==> src/rtl/npcm_pkg.sv <==
// ----------------------------------------------------------------------------
// npcm_pkg
// Shared types and constants for the nearest palette colour match unit.
// ----------------------------------------------------------------------------
package npcm_pkg;

  localparam int CHAN_W     = 8;
  localparam int IDX_W      = 8;
  localparam int CNT_W      = 9;
  localparam int DIST_W     = 18;
  localparam int MAX_SEARCH = 256;

  localparam logic [DIST_W-1:0] DIST_START = {DIST_W{1'b1}};
  localparam logic [CNT_W-1:0]  ACTIVE_RST = 9'd256;

  localparam logic REQ_LOAD  = 1'b0;
  localparam logic REQ_QUERY = 1'b1;

  typedef struct packed {
    logic [CHAN_W-1:0] red;
    logic [CHAN_W-1:0] green;
    logic [CHAN_W-1:0] blue;
    logic [CNT_W-1:0]  remaining;
    logic [DIST_W-1:0] best_dist;
    logic [IDX_W-1:0]  best_idx;
    logic              exact;
    logic              done;
  } tok_t;

  typedef struct packed {
    logic              en;
    logic [IDX_W-1:0]  idx;
    logic [CHAN_W-1:0] red;
    logic [CHAN_W-1:0] green;
    logic [CHAN_W-1:0] blue;
  } wr_t;

  function automatic logic [CHAN_W-1:0] abs_diff(input logic [CHAN_W-1:0] a,
                                                 input logic [CHAN_W-1:0] b);
    return (a > b) ? (a - b) : (b - a);
  endfunction

endpackage

==> src/rtl/npcm_cell.sv <==
// ----------------------------------------------------------------------------
// npcm_cell
// One palette entry plus one step of the search token's walk along the row.
// ----------------------------------------------------------------------------
module npcm_cell #(
  parameter int CELL_IDX = 0
) (
  input  logic               clk,
  input  logic               rst_n,
  input  logic               advance,
  input  npcm_pkg::wr_t      wr,
  input  logic               tok_valid,
  input  npcm_pkg::tok_t     tok_in,
  output logic               tok_valid_r,
  output npcm_pkg::tok_t     tok_r
);

  logic [23:0]                   entry_r;
  npcm_pkg::tok_t                tok_nxt;
  logic [npcm_pkg::CHAN_W-1:0]   dr, dg, db;
  logic [2*npcm_pkg::CHAN_W-1:0] sr, sg, sb;
  logic [npcm_pkg::DIST_W-1:0]   sq_sum;

  always_ff @(posedge clk) begin
    if (wr.en && (wr.idx == npcm_pkg::IDX_W'(CELL_IDX))) begin
      entry_r <= {wr.red, wr.green, wr.blue};
    end
  end

  always_comb begin
    dr     = npcm_pkg::abs_diff(tok_in.red,   entry_r[23:16]);
    dg     = npcm_pkg::abs_diff(tok_in.green, entry_r[15:8]);
    db     = npcm_pkg::abs_diff(tok_in.blue,  entry_r[7:0]);
    sr     = 16'(dr) * 16'(dr);
    sg     = 16'(dg) * 16'(dg);
    sb     = 16'(db) * 16'(db);
    sq_sum = npcm_pkg::DIST_W'(sr) + npcm_pkg::DIST_W'(sg) + npcm_pkg::DIST_W'(sb);
    tok_nxt = tok_in;
    if (!tok_in.done) begin
      if (sq_sum == '0) begin
        tok_nxt.best_idx = npcm_pkg::IDX_W'(CELL_IDX);
        tok_nxt.exact    = 1'b1;
        tok_nxt.done     = 1'b1;
      end else if (sq_sum < tok_in.best_dist) begin
        tok_nxt.best_dist = sq_sum;
        tok_nxt.best_idx  = npcm_pkg::IDX_W'(CELL_IDX);
      end
      if (tok_in.remaining == npcm_pkg::CNT_W'(1)) begin
        tok_nxt.done = 1'b1;
      end
      tok_nxt.remaining = tok_in.remaining - npcm_pkg::CNT_W'(1);
    end
  end

  always_ff @(posedge clk) begin
    if (!rst_n) begin
      tok_valid_r <= 1'b0;
    end else if (advance) begin
      tok_valid_r <= tok_valid;
    end
  end

  always_ff @(posedge clk) begin
    if (advance) begin
      tok_r <= tok_nxt;
    end
  end

endmodule

==> config.mk <==
export PLATFORM = sky130hd
export DESIGN_NAME = npcm_cell
export DESIGN_NICKNAME = d
export VERILOG_FILES = /design/src/rtl/npcm_pkg.sv /design/src/rtl/npcm_cell.sv
export SDC_FILE = /design/constraint.sdc
export NUM_CORES = 1
export LEC_CHECK = 0
export ABC_AREA = 1
export BUFFER_PORTS_ARGS = -buffer_cell sky130_fd_sc_hd__buf_2
export CORE_MARGIN = 2
export CORE_UTILIZATION = 60
export CTS_CLUSTER_SIZE = 20
export DETAILED_ROUTE_END_ITERATION = 10
export PLACE_DENSITY = 0.87
export SLEW_MARGIN = 5
export SYNTH_ARGS = -nofsm -noshare
export SYNTH_HDL_FRONTEND = slang
export SYNTH_SLANG_ARGS = --single-unit
==> constraint.sdc <==
create_clock -name clk -period 11 [get_ports clk]
set_input_delay 2.2 -clock clk [delete_from_list [all_inputs] [get_ports clk]]
set_output_delay 2.2 -clock clk [all_outputs]
set_load 0.005 [all_outputs]
==> tab_implementation.tex <==
\begin{tabular}{lr}
\hline
Metric & Value \\
\hline
\multicolumn{2}{l}{\textbf{Run status}} \\
\quad Run status & completed \\
\multicolumn{2}{l}{\textbf{Logic synthesis}} \\
\quad Nets in the synthesized netlist & 1,813 \\
\quad Multiplexer share of the synthesized area & 0 \\
\quad Netlist area before placement & 11,900 um\^{}2 \\
\quad Post-synthesis register bit count & 86 \\
\quad Fraction of synthesized cell area in xor and xnor cells & 0.0325 \\
\quad Total of warnings raised by yosys & 0 \\
\quad Sequential fraction of the synthesis area & 0.217 \\
\quad Number of distinct library cells after synthesis & 38 \\
\quad Post-Synth Adder-Cell Area & 0.385 \\
\quad Fraction of the mapped netlist area in simple logic gates & 0.179 \\
\quad Combinational family with the most area after synthesis & adder cells \\
\quad Synth Area in Compound Gates & 0.0568 \\
\quad Mean post-synth cell area & 8.28 um\^{}2 \\
\quad Post-Synthesis Cells & 1,433 \\
\multicolumn{2}{l}{\textbf{STA}} \\
\quad Worst-Margin Slew & 1.18 ns \\
\quad Relative slew margins & 0.211 \\
\quad Slew Limit Fails & 0 \\
\quad Number of failing setup endpoints in the final timing report & 0 \\
\quad Final number of hold-violating endpoints & 0 \\
\quad Shortest period the worst path allows & 10.52 ns \\
\quad Fmax & 95.0 MHz \\
\quad Worst Hold Margin & 0.555 ns \\
\quad Post-route setup slack & 0.479 ns \\
\quad Layout Skew & 0.0119 ns \\
\quad Share of the cycle needed by the critical path after routing & 0.956 \\
\multicolumn{2}{l}{\textbf{Final layout}} \\
\quad Fin nets & 1,977 \\
\quad Final std cells w/o fill & 1,867 \\
\quad Post-layout util & 0.689 \\
\quad Growth of design area from synthesis to finish & 12.9\% \\
\quad Antenna cells & 0 \\
\quad Ratio of cells with drive above 1 in the final layout & 0.157 \\
\multicolumn{2}{l}{\textbf{Detailed routing}} \\
\quad Vias after detailed routing & 9,796 \\
\quad DRC violation count after routing & 0 \\
\quad DR iter-0 viols & 577 \\
\quad Routed wirelength normalized by instance count & 14.6 um \\
\quad First-pass detailed-route iteration total & 6 \\
\quad Antenna-violating nets left & 0 \\
\quad Vias per std cell & 5.25 \\
\quad DRT Wirelength & 27,300 um \\
\multicolumn{2}{l}{\textbf{Global route}} \\
\quad Wire length of the first global-routing pass & 44,400 um \\
\quad Remaining global-route overflow & 0 \\
\quad Pin count of the biggest net entering global routing & 64 \\
\quad Gr usage total & 0.269 \\
\quad Number of antenna violations at the first check in global routing & 0 \\
\quad Number of global-route vias before repair & 9,928 \\
\multicolumn{2}{l}{\textbf{Clocking}} \\
\quad CTS tree & built \\
\quad Clock buffer depth & 2 \\
\quad TritonCTS sink count & 86 \\
\quad TritonCTS buffer count & 9 \\
\quad Clk\_lat worst skew & 0.35 ns \\
\quad Root cell of the clock tree & sky130\_fd\_sc\_hd\_\_clkbuf\_16 \\
\quad Clock-pin slew reported for the worst setup and hold paths after clock tree synthesis & 0.07 ns \\
\quad Number of H-tree branching levels & 3 \\
\multicolumn{2}{l}{\textbf{Worst setup path}} \\
\quad Reg2Reg Launch Point & entry\_r[20]\$\_DFFE\_PP\_ \\
\quad Buffers plus inverters on the worst setup path & 12 \\
\quad Maximum fanout along the worst path & 22 \\
\quad Crit path launch type & input pin \\
\quad Setup slack of the worst register-to-register path & 2.14 ns \\
\quad Critical Path Max Stage Delay & 0.57 ns \\
\quad Logic depth of the worst register-to-register path & 40 \\
\quad Nature of the critical path endpoint & register \\
\quad CP arrival & 10.63 ns \\
\quad CP Data Required Time & 11.11 ns \\
\quad Family with the most delay on the worst path & adder cells \\
\quad End of the worst register-to-register path & tok\_r[23]\$\_DFFE\_PP\_ \\
\quad Critical-path top delay cell & sky130\_fd\_sc\_hd\_\_fa\_1 \\
\quad Crit Path Class & input pin to register \\
\multicolumn{2}{l}{\textbf{Hold path}} \\
\quad WHS Path Cells & 2 \\
\quad Worst Hold Launch & tok\_valid\_r\$\_SDFFE\_PN0P\_ \\
\quad Path type of the worst min-delay path & register to register \\
\quad Worst min-delay path endpoint & tok\_valid\_r\$\_SDFFE\_PN0P\_ \\
\multicolumn{2}{l}{\textbf{Placement}} \\
\quad Post-placement setup slack & 0.0904 ns \\
\quad HPWL after detailed placement & 22,700 um \\
\quad Placed Cells incl. Taps & 1,845 \\
\quad Quantity of I/O buffers inserted on ports & 159 \\
\quad Final Wtd Congestion & 0.985 \\
\multicolumn{2}{l}{\textbf{Die}} \\
\quad Effective utilization at floorplan & 0.610 \\
\quad Die Outline Area & 20,900 um\^{}2 \\
\quad Die extent in x & 145 um \\
\quad Core area & 19,500 um\^{}2 \\
\quad Num ports & 160 \\
\quad Die height & 145 um \\
\quad Std cell rows & 51 \\
\multicolumn{2}{l}{\textbf{Run}} \\
\quad Max-cap violations & 0 \\
\hline
\end{tabular}
## per-layer routing
layer	global-route usage	wire (um)	vias up
met5	0	0	-
met1	0.329	10600	4624
met3	0.0464	1990	67
li1	-	-	4714
met2	0.485	13900	391
met4	0.0889	792	0
## kinds of logic after synthesis
family                     count (synthesis)
adders and majority gates                282
xor gates and xnor gates                  44
buffers and inverters                    402
AOI/OAI and AO/OA                        120
DFF                                       86
and+or+nand+nor                          499
## what timing repair did
action	CTS	global route
setup buffers	0	5
hold buffers	0	0
endpoints found under the setup margin	0	18
resized for setup	0	35
## worst max-delay path by stage
stage	start	to	slack (ns)	depth (start not counted)
after floorplan	tok_in[53]	tok_r[25]$_DFFE_PP_	0.80	46
after global placement	tok_in[53]	tok_r[27]$_DFFE_PP_	0.36	44
after detailed placement	tok_in[37]	tok_r[24]$_DFFE_PP_	0.09	47
after CTS	tok_in[37]	tok_r[24]$_DFFE_PP_	0.43	47
after global routing	tok_in[53]	tok_r[25]$_DFFE_PP_	-0.05	44
final	tok_in[53]	tok_r[23]$_DFFE_PP_	0.48	44
## per-stage QoR
stage	TNS [ns]	cell area [um^2]
global placement	0	13000
CTS	0	13200
finish	0	13400
detailed placement	0	13000
floorplan	0	11900
global route	-0.142	13400
## worst min-delay path, delay by kind of cell (launching register included)
kind	cells	cell delay [ns]
AO/OA/AOI/OAI	2	0.20
flip-flops	1	0.31
## cells in the final DEF (no fill, tap or decap), types with 18 or more instances in the layout
cell type	instances
sky130_fd_sc_hd__a21oi_1	51
sky130_fd_sc_hd__nand4_1	24
sky130_fd_sc_hd__xor2_1	36
sky130_fd_sc_hd__nand3_1	34
sky130_fd_sc_hd__nand2_2	18
sky130_fd_sc_hd__nand2_1	268
sky130_fd_sc_hd__buf_2	159
sky130_fd_sc_hd__o21ai_0	43
sky130_fd_sc_hd__fa_1	138
sky130_fd_sc_hd__inv_1	369
sky130_fd_sc_hd__ha_1	143
sky130_fd_sc_hd__edfxtp_1	85
sky130_fd_sc_hd__nor2_1	109
## sequential cells by signal, indices dropped and copies added, names as in the netlist
name,count
tok_r,61
entry_r,24
tok_valid_r,1
## synthesized netlist by cell type (all sizes together)
master  number  area share
or2          1     0.00053
xor2        36       0.027
and2         2      0.0011
nand4       24       0.013
and3         2      0.0011
nand2      288       0.094
dfxtp        1      0.0017
nor3         6      0.0025
nor4         2      0.0011
nor2       123       0.040
edfxtp      85        0.22
nand3       47       0.025
o21a         3      0.0019
xnor2        8      0.0059
buf         10      0.0058
or4          1     0.00063
clkinv       1     0.00032
a21o         2      0.0013
ha         144        0.15
inv        380        0.12
o221ai      10      0.0074
clkbuf      11      0.0038
fa         138        0.23
a21oi       52       0.022
o311ai       1     0.00074
o21bai       2      0.0013
o21ai       50       0.022
nand3b       3      0.0019
## layout make-up
type,count,area [um^2]
multi-input cells,945,7850
fillers,1470,6060
flip-flops and latches,86,2570
inverters,381,1430
repair buffers,174,938
well taps,265,332
clock buffers,9,225
clock inverters,7,56.3
Power is not shown: default switching activity piles up to over one toggle a cycle in this logic, so the estimate is an artifact.
